==> config.mk <==
export PLATFORM = sky130hd
export DESIGN_NAME = led_display_two_wire_master
export DESIGN_NICKNAME = d
export VERILOG_FILES = /design/src/rtl/lmd_pkg.sv /design/src/rtl/lmd_seq.sv /design/src/rtl/led_display_two_wire_master.sv
export SDC_FILE = /design/constraint.sdc
export NUM_CORES = 1
export LEC_CHECK = 0
export BUFFER_PORTS_ARGS = -buffer_cell sky130_fd_sc_hd__buf_2
export CAP_MARGIN = 40
export CORE_ASPECT_RATIO = 0.7
export CORE_UTILIZATION = 35
export CTS_BUF_LIST = sky130_fd_sc_hd__clkbuf_8
export CTS_CLUSTER_SIZE = 10
export DETAILED_ROUTE_END_ITERATION = 8
export HOLD_SLACK_MARGIN = 0.03
export PLACE_DENSITY = 0.51
export SYNTH_ARGS = -nofsm -noshare
export SYNTH_HDL_FRONTEND = slang
export SYNTH_SLANG_ARGS = --single-unit
==> constraint.sdc <==
create_clock -name clk -period 6.45 [get_ports clk]
set_input_delay 0.3225 -clock clk [delete_from_list [all_inputs] [get_ports clk]]
set_output_delay 0.3225 -clock clk [all_outputs]
set_load 0.02 [all_outputs]
==> src/rtl/lmd_pkg.sv <==
package lmd_pkg;

  localparam int GRID_COUNT_DEF = 6;

  localparam logic [7:0] HALF_BIT_TICKS_RST = 8'd1;

  // Command bytes of the display driver.
  localparam logic [7:0] CMD_DATA_AUTO = 8'h40;
  localparam logic [7:0] CMD_ADDR      = 8'hC0;
  localparam logic [7:0] CMD_DISP      = 8'h80;

  localparam logic [2:0] BRIGHT_MAX = 3'b111;
  localparam logic       ON_MAX     = 1'b1;

  typedef enum logic [2:0] {
    REQ_TICK  = 3'd0,
    REQ_RAW   = 3'd1,
    REQ_DISP  = 3'd2,
    REQ_CLEAR = 3'd3,
    REQ_AUTO  = 3'd4,
    REQ_FIXED = 3'd5,
    REQ_LOAD  = 3'd6
  } req_t;

  typedef struct packed {
    logic [2:0] req_type;
    logic [7:0] data_byte;
    logic [7:0] grid_address;
    logic [7:0] write_length;
    logic [7:0] display_on;
    logic [7:0] brightness_level;
    logic       dio_sample;
  } seq_req_t;

  typedef struct packed {
    logic       rejected;
    logic [2:0] error_bits;
    logic       ack_seen;
    logic       busy_res;
    logic       dio_listening;
    logic       dio_high;
    logic       clk_high;
  } seq_status_t;

endpackage

==> src/rtl/lmd_seq.sv <==
module lmd_seq #(
  parameter int GRID_COUNT = lmd_pkg::GRID_COUNT_DEF
) (
  input  logic                clk,
  input  logic                rst,
  input  logic                step,
  input  lmd_pkg::seq_req_t   req,
  input  logic [7:0]          half_bit_ticks,
  output lmd_pkg::seq_status_t status
);
  import lmd_pkg::*;

  localparam int AW  = (GRID_COUNT > 1) ? $clog2(GRID_COUNT) : 1;
  localparam int BIW = $clog2(GRID_COUNT + 2);
  localparam int LW  = $clog2(GRID_COUNT + 1);

  typedef enum logic [3:0] {
    PH_IDLE, PH_START_A, PH_START_B, PH_BIT_A, PH_BIT_B, PH_BIT_C,
    PH_ACK_A, PH_ACK_B, PH_ACK_C, PH_BYTE_END, PH_STOP_A, PH_STOP_B,
    PH_FRAME_END
  } phase_t;

  phase_t           phase, phase_next;
  logic [2:0]       unit_wait, unit_wait_next;
  logic [7:0]       tick_count, tick_count_next;
  logic [3:0]       bit_index, bit_index_next;
  logic [BIW-1:0]   byte_index, byte_index_next;
  logic [LW-1:0]    byte_total, byte_total_next;
  logic [7:0]       shift_byte, shift_byte_next;
  logic [AW-1:0]    start_address, start_address_next;
  logic [2:0]       active_request, active_request_next;
  logic             frame_no, frame_no_next;
  logic [7:0]       held_byte, held_byte_next;
  logic             clk_level, clk_level_next;
  logic             dio_level, dio_level_next;
  logic             dio_input_mode, dio_input_mode_next;
  logic             ack_bit, ack_bit_next;
  logic [2:0]       error_latch, error_latch_next;
  logic             rejected;

  logic [7:0]       seg_mem [GRID_COUNT];
  logic [7:0]       seg_rd;
  logic [AW-1:0]    seg_rd_addr;
  logic             seg_we;

  logic             busy;
  logic [7:0]       hbt;

  function automatic logic [BIW-1:0] frame_len(input logic [2:0] act, input logic fno,
                                               input logic [LW-1:0] tot);
    if (act == REQ_FIXED) return BIW'(2);
    if (!fno) return BIW'(1);
    if (act == REQ_CLEAR) return BIW'(GRID_COUNT + 1);
    return BIW'(tot) + BIW'(1);
  endfunction

  function automatic logic [7:0] frame_byte(input logic [2:0] act, input logic fno,
                                            input logic [BIW-1:0] idx,
                                            input logic [AW-1:0] sa,
                                            input logic [7:0] held,
                                            input logic [7:0] seg);
    logic [7:0] addr_cmd;
    addr_cmd = CMD_ADDR | 8'(sa);
    if (act == REQ_FIXED) return (idx == '0) ? addr_cmd : held;
    if (act == REQ_RAW || act == REQ_DISP) return held;
    if (!fno) return CMD_DATA_AUTO;
    if (act == REQ_CLEAR) return (idx == '0) ? CMD_ADDR : 8'h00;
    if (idx == '0) return addr_cmd;
    if ((idx - BIW'(1)) < BIW'(GRID_COUNT)) return seg;
    return 8'h00;
  endfunction

  assign busy = (phase != PH_IDLE);
  assign hbt  = (half_bit_ticks == 8'd0) ? 8'd1 : half_bit_ticks;

  // The buffer entry for the next data byte of a frame is the one at the
  // current byte index, so it is read ahead and is ready long before the
  // byte boundary that needs it.
  assign seg_rd_addr = (byte_index < BIW'(GRID_COUNT)) ? byte_index[AW-1:0] : '0;
  assign seg_we = step && !busy && (req.req_type == REQ_LOAD)
                  && (req.grid_address < 8'(GRID_COUNT));

  always_ff @(posedge clk) begin
    if (seg_we) begin
      seg_mem[req.grid_address[AW-1:0]] <= req.data_byte;
    end
    seg_rd <= seg_mem[seg_rd_addr];
  end

  always_comb begin
    logic [7:0]     tick_inc;
    logic [2:0]     wait_dec;
    logic           run_en;
    logic           done;
    phase_t         ph;
    logic [BIW-1:0] bidx;
    logic [7:0]     addr_c;
    logic [7:0]     room;
    logic [7:0]     len_c;
    logic           on_c;
    logic [2:0]     bright_c;
    logic [2:0]     err;
    logic [3:0]     bit_inc;

    phase_next          = phase;
    unit_wait_next      = unit_wait;
    tick_count_next     = tick_count;
    bit_index_next      = bit_index;
    byte_index_next     = byte_index;
    byte_total_next     = byte_total;
    shift_byte_next     = shift_byte;
    start_address_next  = start_address;
    active_request_next = active_request;
    frame_no_next       = frame_no;
    held_byte_next      = held_byte;
    clk_level_next      = clk_level;
    dio_level_next      = dio_level;
    dio_input_mode_next = dio_input_mode;
    ack_bit_next        = ack_bit;
    error_latch_next    = error_latch;
    rejected            = 1'b0;

    tick_inc = tick_count + 8'd1;
    wait_dec = unit_wait;
    run_en   = 1'b0;
    done     = 1'b0;
    ph       = phase;
    bidx     = byte_index;
    addr_c   = req.grid_address;
    room     = 8'd0;
    len_c    = req.write_length;
    on_c     = req.display_on[0];
    bright_c = req.brightness_level[2:0];
    err      = 3'd0;
    bit_inc  = bit_index + 4'd1;

    if (step) begin
      if (req.req_type == REQ_TICK) begin
        if (busy) begin
          if (tick_inc >= hbt) begin
            tick_count_next = 8'd0;
            if (unit_wait != 3'd0) wait_dec = unit_wait - 3'd1;
            unit_wait_next = wait_dec;
            run_en = (wait_dec == 3'd0);
          end else begin
            tick_count_next = tick_inc;
          end
        end
      end else if (req.req_type <= REQ_LOAD) begin
        if (busy) begin
          rejected = 1'b1;
        end else begin
          if (req.req_type == REQ_AUTO || req.req_type == REQ_FIXED) begin
            if (req.grid_address > 8'(GRID_COUNT - 1)) begin
              addr_c = 8'(GRID_COUNT - 1);
              err[0] = 1'b1;
            end
            start_address_next = addr_c[AW-1:0];
          end
          case (req.req_type)
            REQ_RAW, REQ_FIXED: begin
              held_byte_next = req.data_byte;
            end
            REQ_DISP: begin
              if (req.display_on > 8'd1) begin
                on_c = ON_MAX;
                err[0] = 1'b1;
              end
              if (req.brightness_level > 8'(BRIGHT_MAX)) begin
                bright_c = BRIGHT_MAX;
                err[1] = 1'b1;
              end
              held_byte_next = CMD_DISP | {4'd0, on_c, bright_c};
            end
            REQ_AUTO: begin
              room = 8'(GRID_COUNT) - addr_c;
              if (req.write_length > room) begin
                len_c = room;
                err[1] = 1'b1;
              end else if (req.write_length == 8'd0) begin
                len_c = 8'd1;
                err[2] = 1'b1;
              end
              byte_total_next = len_c[LW-1:0];
            end
            REQ_LOAD: begin
              if (req.grid_address >= 8'(GRID_COUNT)) err[0] = 1'b1;
            end
            default: begin
            end
          endcase
          if (req.req_type != REQ_LOAD) begin
            active_request_next = req.req_type;
            frame_no_next = 1'b0;
            run_en = 1'b1;
            ph = PH_START_A;
          end
          error_latch_next = err;
        end
      end
    end

    if (run_en) begin
      if (ph == PH_FRAME_END) begin
        if (!frame_no_next && (active_request_next == REQ_CLEAR ||
                               active_request_next == REQ_AUTO)) begin
          frame_no_next = 1'b1;
          ph = PH_START_A;
        end else begin
          phase_next = PH_IDLE;
          unit_wait_next = 3'd0;
          tick_count_next = 8'd0;
          done = 1'b1;
        end
      end
      if (!done && ph == PH_BYTE_END) begin
        bidx = byte_index + BIW'(1);
        byte_index_next = bidx;
        if (bidx < frame_len(active_request_next, frame_no_next, byte_total_next)) begin
          shift_byte_next = frame_byte(active_request_next, frame_no_next, bidx,
                                       start_address_next, held_byte_next, seg_rd);
          bit_index_next = 4'd0;
          ph = PH_BIT_A;
        end else begin
          ph = PH_STOP_A;
        end
      end
      if (!done) begin
        tick_count_next = 8'd0;
        case (ph)
          PH_START_A: begin
            clk_level_next = 1'b1;
            dio_level_next = 1'b1;
            dio_input_mode_next = 1'b0;
            byte_index_next = '0;
            bit_index_next = 4'd0;
            shift_byte_next = frame_byte(active_request_next, frame_no_next, '0,
                                         start_address_next, held_byte_next, seg_rd);
            unit_wait_next = 3'd2;
            phase_next = PH_START_B;
          end
          PH_START_B: begin
            dio_level_next = 1'b0;
            unit_wait_next = 3'd2;
            phase_next = PH_BIT_A;
          end
          PH_BIT_A: begin
            clk_level_next = 1'b0;
            unit_wait_next = 3'd1;
            phase_next = PH_BIT_B;
          end
          PH_BIT_B: begin
            dio_level_next = shift_byte_next[0];
            dio_input_mode_next = 1'b0;
            unit_wait_next = 3'd1;
            phase_next = PH_BIT_C;
          end
          PH_BIT_C: begin
            clk_level_next = 1'b1;
            shift_byte_next = {1'b0, shift_byte_next[7:1]};
            bit_index_next = bit_inc;
            unit_wait_next = 3'd2;
            phase_next = (bit_inc >= 4'd8) ? PH_ACK_A : PH_BIT_A;
          end
          PH_ACK_A: begin
            clk_level_next = 1'b0;
            dio_input_mode_next = 1'b1;
            unit_wait_next = 3'd4;
            phase_next = PH_ACK_B;
          end
          PH_ACK_B: begin
            clk_level_next = 1'b1;
            unit_wait_next = 3'd2;
            phase_next = PH_ACK_C;
          end
          PH_ACK_C: begin
            ack_bit_next = req.dio_sample;
            clk_level_next = 1'b0;
            unit_wait_next = 3'd2;
            phase_next = PH_BYTE_END;
          end
          PH_STOP_A: begin
            dio_level_next = 1'b0;
            dio_input_mode_next = 1'b0;
            clk_level_next = 1'b1;
            unit_wait_next = 3'd2;
            phase_next = PH_STOP_B;
          end
          default: begin
            dio_level_next = 1'b1;
            unit_wait_next = 3'd2;
            phase_next = PH_FRAME_END;
          end
        endcase
      end
    end
  end

  always_ff @(posedge clk) begin
    if (rst) begin
      phase          <= PH_IDLE;
      unit_wait      <= 3'd0;
      tick_count     <= 8'd0;
      bit_index      <= 4'd0;
      byte_index     <= '0;
      byte_total     <= '0;
      shift_byte     <= 8'd0;
      start_address  <= '0;
      active_request <= 3'd0;
      frame_no       <= 1'b0;
      held_byte      <= 8'd0;
      clk_level      <= 1'b1;
      dio_level      <= 1'b1;
      dio_input_mode <= 1'b0;
      ack_bit        <= 1'b0;
      error_latch    <= 3'd0;
    end else begin
      phase          <= phase_next;
      unit_wait      <= unit_wait_next;
      tick_count     <= tick_count_next;
      bit_index      <= bit_index_next;
      byte_index     <= byte_index_next;
      byte_total     <= byte_total_next;
      shift_byte     <= shift_byte_next;
      start_address  <= start_address_next;
      active_request <= active_request_next;
      frame_no       <= frame_no_next;
      held_byte      <= held_byte_next;
      clk_level      <= clk_level_next;
      dio_level      <= dio_level_next;
      dio_input_mode <= dio_input_mode_next;
      ack_bit        <= ack_bit_next;
      error_latch    <= error_latch_next;
    end
  end

  assign status.clk_high      = clk_level_next;
  assign status.dio_high      = dio_level_next;
  assign status.dio_listening = dio_input_mode_next;
  assign status.busy_res      = (phase_next != PH_IDLE);
  assign status.ack_seen      = ack_bit_next;
  assign status.error_bits    = error_latch_next;
  assign status.rejected      = rejected;

  // Both lines rest high and the timers are cleared whenever no frame runs.
  a_idle_lines: assert property (@(posedge clk) disable iff (rst)
    (phase == PH_IDLE) |-> (clk_level && dio_level && unit_wait == 3'd0
                            && tick_count == 8'd0))
    else $error("idle with lines or timers not at rest");

  a_listen_busy: assert property (@(posedge clk) disable iff (rst)
    dio_input_mode |-> (phase != PH_IDLE))
    else $error("data line left in input mode while idle");

  a_wait_range: assert property (@(posedge clk) disable iff (rst)
    (unit_wait <= 3'd4) && (bit_index <= 4'd8))
    else $error("unit wait or bit index out of range");

  a_reject_busy: assert property (@(posedge clk) disable iff (rst)
    rejected |-> (busy && !seg_we))
    else $error("request rejected while idle or loaded while busy");

  a_accept_starts: assert property (@(posedge clk) disable iff (rst)
    (step && !busy && req.req_type != REQ_TICK && req.req_type < REQ_LOAD)
    |=> (phase == PH_START_B && clk_level && dio_level))
    else $error("accepted request did not open a frame");

endmodule

==> src/rtl/led_display_two_wire_master.sv <==
// Master for a two-wire LED display driver. Requests and tick words enter on
// the slave stream (tuser is the request code); every accepted word yields
// exactly one status word on the master stream, one word per clock cycle when
// both sides keep up. A request is taken only while no frame runs and is
// otherwise rejected; tick words advance the start, bit, ack and stop timing,
// with one timing unit lasting half_bit_ticks ticks (0 counts as 1). The
// sequencer updates its state in the cycle a word is accepted, and the status
// word waits in an output register so the next word can enter meanwhile. The
// segment buffer is a small memory with a registered read that is fetched
// ahead of each byte boundary; its entries hold nothing until loaded. The
// timing register must be written only while no frame is in progress.
module led_display_two_wire_master #(
  parameter int GRID_COUNT = lmd_pkg::GRID_COUNT_DEF
) (
  input  logic        clk,
  input  logic        rst,
  input  logic        cfg_wr_en,
  input  logic [7:0]  cfg_wr_data,     // half_bit_ticks
  input  logic        s_axis_tvalid,
  output logic        s_axis_tready,
  // data_byte[7:0], grid_address[15:8], write_length[23:16],
  // display_on[31:24], brightness_level[39:32], dio_sample[40]
  input  logic [47:0] s_axis_tdata,
  input  logic [2:0]  s_axis_tuser,    // req_type[2:0]
  output logic        m_axis_tvalid,
  input  logic        m_axis_tready,
  // clk_high[0], dio_high[1], dio_listening[2], busy_res[3], ack_seen[4],
  // error_bits[7:5], rejected[8]
  output logic [15:0] m_axis_tdata
);
  import lmd_pkg::*;

  logic        [7:0] half_bit_ticks;
  logic              step;
  seq_req_t          req;
  seq_status_t       status;

  assign s_axis_tready = !m_axis_tvalid || m_axis_tready;
  assign step = s_axis_tvalid && s_axis_tready;

  assign req.req_type         = s_axis_tuser;
  assign req.data_byte        = s_axis_tdata[7:0];
  assign req.grid_address     = s_axis_tdata[15:8];
  assign req.write_length     = s_axis_tdata[23:16];
  assign req.display_on       = s_axis_tdata[31:24];
  assign req.brightness_level = s_axis_tdata[39:32];
  assign req.dio_sample       = s_axis_tdata[40];

  lmd_seq #(
    .GRID_COUNT(GRID_COUNT)
  ) u_seq (
    .clk           (clk),
    .rst           (rst),
    .step          (step),
    .req           (req),
    .half_bit_ticks(half_bit_ticks),
    .status        (status)
  );

  always_ff @(posedge clk) begin
    if (rst) begin
      half_bit_ticks <= HALF_BIT_TICKS_RST;
      m_axis_tvalid  <= 1'b0;
    end else begin
      if (cfg_wr_en) begin
        half_bit_ticks <= cfg_wr_data;
      end
      if (step) begin
        m_axis_tvalid <= 1'b1;
      end else if (m_axis_tready) begin
        m_axis_tvalid <= 1'b0;
      end
    end
  end

  always_ff @(posedge clk) begin
    if (step) begin
      m_axis_tdata <= {7'd0, status};
    end
  end

endmodule
---- After elaboration in Yosys (flattened, before gate mapping) ----
Memories as Yosys holds them, arrays and structs flattened. A register that Yosys moved wholly into a read port is not among the register bits.
Index checks and enable logic that the tools add are counted.
word-level totals
  bits in writable memories ............... 48
  input bits .............................. 64
  memories kept ........................... 1
  bits in registers ....................... 73
  logic and storage cells ................. 344
cells by class
  mux-type cells .......................... 250
  magnitude comparators ................... 12
  $add $sub $neg .......................... 7
  bitwise operators ....................... 1
  reductions and logical operators ........ 31
  equality and inequality tests ........... 22
memories
  name           depth  width  rd ports  clocked after memory_dff  write ports  line           RTL
  u_seq.seg_mem  6      8      1         1                         1            lmd_seq.sv:41  logic [7:0] seg_mem [GRID_COUNT];
operators by type and width
  operator             number
  $mux 8               58
  $mux 3               48
  $mux 1               116
  $mux 4               18
  $pmux 4 s9           1
  $pmux 8 s2           2
  $eq 4x3->1 const B   4
  $eq 4x4->1 const B   4
  $gt 8x3->1 const B   2
  $logic_not 8->1      2
  $eq 3x3->1 const B   5
  $eq 3x2->1 const B   3
  $logic_not 3->1      3
  $add 8x1->8 const B  1
  $eq 4x2->1 const B   2
  $ge 8x3->1 const B   1
  $ge 8x8->1           1
  $gt 8x1->1 const B   1
  $gt 8x8->1           1
  $lt 8x3->1 const B   1
  $pmux 1 s2           4
  $pmux 4 s2           1
  $reduce_bool 4->1    2
  $reduce_or 2->1      4
  other kinds (22)     38

---- Logic depth before layout (Yosys ltp) ----
  depth in word-level cells ............... 74
  depth in mapped cells ................... 29
  gate-level depth less buffers ........... 29

---- Modules after synthesis ----
From an unflattened synthesis, not the netlist that was laid out.
unflattened totals
  cells, all modules ...................... 777
  area, all modules ....................... 7417.1 µm²
modules (own cells, without submodules)
  module                       sequential area each (µm²)  area each (µm²)  instances  cells each
  lmd_seq                      2702.6                      6759.0           1          729
  led_display_two_wire_master  450.4                       658.1            1          48

---- Worst setup path before layout ----
No wires, ideal clock.
  path kind ............................... input-to-reg
  start ................................... input s_axis_tdata[14]
  end ..................................... register m_axis_tdata[1] (data pin)
  data arrival time ....................... 5572 ps
  stages .................................. 27
  setup time .............................. 265 ps
  path slack .............................. 612 ps
  buffers on the path ..................... 0
  required time ........................... 6185 ps
  cell sequence ........................... or3_1 > a2111o_1 > a21o_1 > ha_1 > inv_1 > o21ai_0 > o311ai_0 > nand2_1 > ha_1 > nand4_1 > nor2_1 > a21oi_1 > nor4_1 > o31ai_4 > ha_1 > xnor2_1 > a21oi_1 > o21ai_0 > ha_1 > a21oi_1 > and2_1 > nand3_1 > nor3_1 > o21a_1 > a21oi_1 > nor4b_1 > or3_1
RTL lines
  what                    line                               RTL
  start: declaration      led_display_two_wire_master.sv:23  input logic [47:0] s_axis_tdata,
  end signal: assignment  led_display_two_wire_master.sv:78  m_axis_tdata <= {7'd0, status};
  end: declaration        led_display_two_wire_master.sv:29  output logic [15:0] m_axis_tdata

==> results.yml <==
outcome:
  status: "complete, no violations"
clocking:
  postCtsSetupBuffers: 0
  clk_pin_slew_ps: 80
  htreeDepth: 4
  cts_sinks: 129
  cts_root_buffer: "clkbuf_8"
  clock_latency_ps: 440
  cts_buffers: 17
  cts_max_path_buffers: 2
  cts_tree: "yes"
final_layout:
  final_cell_mix: "nor2_1, dfxtp_1, buf_2, nand2_1, edfxtp_1"
  antenna_cells: 0
  final_common_cell: "nor2_1"
  areaGrowthSynthToFinish_pct: 15.70
  nFillCells: 2004
  nets: 917
  seqCellArea_sq_um: 3153
  multiInputGateArea_sq_um: 3802
  final_layout_size_suffix_gt1_frac: 0.2014
setup_path:
  crit_top_cell: "ha_1"
  end_kind: "flip-flop"
  cp_slowest_cell: "a2111o_1"
  path_delay_family: "compound AO/OA/AOI/OAI gates"
  path_buf_inv: 4
  crit_required_ps: 6630
  crit_path_max_incr_delay_ps: 460
  cp_max_fo: 5
  worstPathArrival_ps: 6150
  critPathLaunchType: "primary input"
  crit_type: "primary input to flip-flop"
synthesis:
  synth_flop_cell: "dfxtp_1"
  yosysWarnings: 0
  synth_top_area_frac: 0.2390
  synth.distinct_cells: 83
  synthCells: 749
  synth_area_per_cell_sq_um: 9.564
  synth_area_sq_um: 7163
  ys_ff_latch: 129
  synth_edf_count: 57
  synth_largest_area_cell: "edfxtp_1"
  yosys-top-cells-area: "edfxtp_1, dfxtp_1, ha_1, nor2_1, o21ai_0"
  synth_seq_area_share: 0.4402
  async_reset_ff_frac: 0
routing:
  routedWlPerCell_um: 17.38
  first_pass_iters: 4
  vias: 6067
  vias_per_cell: 5.471
  wl_um: 19270
  drcViolationCount: 0
  drt.antenna.violating_nets: 0
  first_iter_violations: 452
sta:
  tightest_slew_ps: 830.2
  worst_slew_margin_rel: 0.4435
  setup_viol: 0
  finalSetupTns_ps: 0
  skew_ps: 13.27
  fin_crit_ps: 5971
  rsz0062_at_grt: "yes"
  period_share: 0.9257
  slew_violations: 0
  max_freq_ghz: 0.1675
  finalHoldViolCount: 0
die:
  initial_core_util: 0.3598
  die-area_sq_um: 21050
  io_pins: 82
  die_w_um: 173.0
  fp.coreArea_sq_um: 19910
  chipHeight_um: 121.7
  rows: 43
flow_run:
  drv_cap: 0
place:
  port-buffer-count: 67
  dp_hpwl_um: 14160
  gp_congestion: 0.8981
pwr:
  powerDensity_nw_per_um2: 275.3
  power.leakage_nw: 3.076
  peakVddDrop_mv: 0.1071
  power_mw: 2.281
hold_path:
  hp-class: "primary input to flip-flop"
grt:
  antenna_found_initial: 0
  grt_overflow: 0
  grt_pass1_vias: 5974
  grt_max_degree: 58
  grt_pass1_wl_um: 31610
  grt_usage: 0.1920
==> stage by stage <==
step / instances / utilization / worst slack [ps] / hold slack [ps] / cell area, sq um
final: 1109 / 0.4163 / 479.3 / 84.58 / 8288
after detailed placement: 1077 / 0.3959 / -136.9 / 469.3 / 7880
after floorplan: 755 / - / 612.2 / 421.4 / 7186
after CTS: 1109 / 0.4141 / 325.6 / 54.35 / 8243
after global routing: 1109 / 0.4163 / -35.35 / 58.33 / 8288
after global placement: 1071 / 0.3934 / 48.09 / 455.8 / 7831
==> sequential cells by signal (all words and copies together) (netlist names), 3 cells and up <==
signal                count
u_seq.byte_index          3
u_seq.seg_mem            48
u_seq.seg_rd              8
u_seq.tick_count          8
m_axis_tdata              9
u_seq.start_address       3
u_seq.bit_index           4
u_seq.held_byte           8
u_seq.byte_total          3
u_seq.phase               4
u_seq.active_request      3
u_seq.error_latch         3
u_seq.shift_byte          8
u_seq.unit_wait           3
half_bit_ticks            8
==> routing by layer <==
| metal | global-route usage | wire length [um] | vias to the layer above |
|---|---|---|---|
| met2 | 0.2813 | 8006 | 192 |
| met3 | 0.04588 | 1083 | 13 |
| met1 | 0.2808 | 10020 | 2922 |
| met5 | 0 | 0 | - |
| li1 | - | - | 2940 |
| met4 | 0.05088 | 162 | 0 |
==> power breakdown <==
group / internal [mW] / switching [mW]
Clock: 0.333 / 0.325
Sequential: 0.908 / 0.0515
Combinational: 0.234 / 0.431
Total: 1.47 / 0.807
==> logic make-up after synthesis <==
logic type	share of synthesized area
compound gates	0.1962
mux	0.07039
other cells	0.0005235
xor+xnor	0.01956
flops	0.4402
fa+ha+maj	0.04716
simple gates	0.1862
buf+inv	0.03982
==> Yosys cell counts (8+ instances only) <==
| library cell | number |
|---|---|
| nand4_1 | 11 |
| nor3_1 | 21 |
| buf_4 | 8 |
| a21oi_1 | 47 |
| dfxtp_1 | 72 |
| mux2i_1 | 20 |
| inv_1 | 26 |
| o21ai_0 | 52 |
| mux4_2 | 8 |
| nand2_1 | 61 |
| nor2_1 | 83 |
| mux2_2 | 11 |
| edfxtp_1 | 57 |
| a31oi_1 | 10 |
| ha_1 | 27 |
| xnor2_1 | 10 |
| nor2b_1 | 14 |
| clkbuf_1 | 29 |
| nand3_1 | 20 |
| o22ai_1 | 11 |
| a22oi_1 | 12 |
==> final cells by class <==
cell class / count / area share
tap: 270 / 0.04076
timing repair buffer: 93 / 0.06446
sequential: 129 / 0.3804
inverter: 26 / 0.01178
clock inverter: 15 / 0.01555
multi-input combinational: 559 / 0.4588
clock buffer: 17 / 0.02823
==> what timing repair did <==
| action | 4_1_cts | 5_1_grt |
|---|---|---|
| resized for setup | 0 | 10 |
| endpoints found under the setup margin | 0 | 14 |
| hold buffers | 0 | 0 |
==> worst paths after layout <==
| check | to | slack, ps | cells past startpoint | start |
|---|---|---|---|---|
| min reg2reg | u_seq.tick_count[7]$_SDFF_PP0_ | 480 | 2 | u_seq.tick_count[7]$_SDFF_PP0_ |
| min | half_bit_ticks[0]$_SDFFE_PP1P_ | 80 | 2 | cfg_wr_data[0] |
| max reg2reg | m_axis_tdata[3]$_DFFE_PP_ | 1180 | 16 | u_seq.phase[1]$_SDFF_PP0_ |
| max | m_axis_tdata[3]$_DFFE_PP_ | 480 | 30 | s_axis_tdata[14] |
Note: power is estimated with default switching activity, not from simulation.
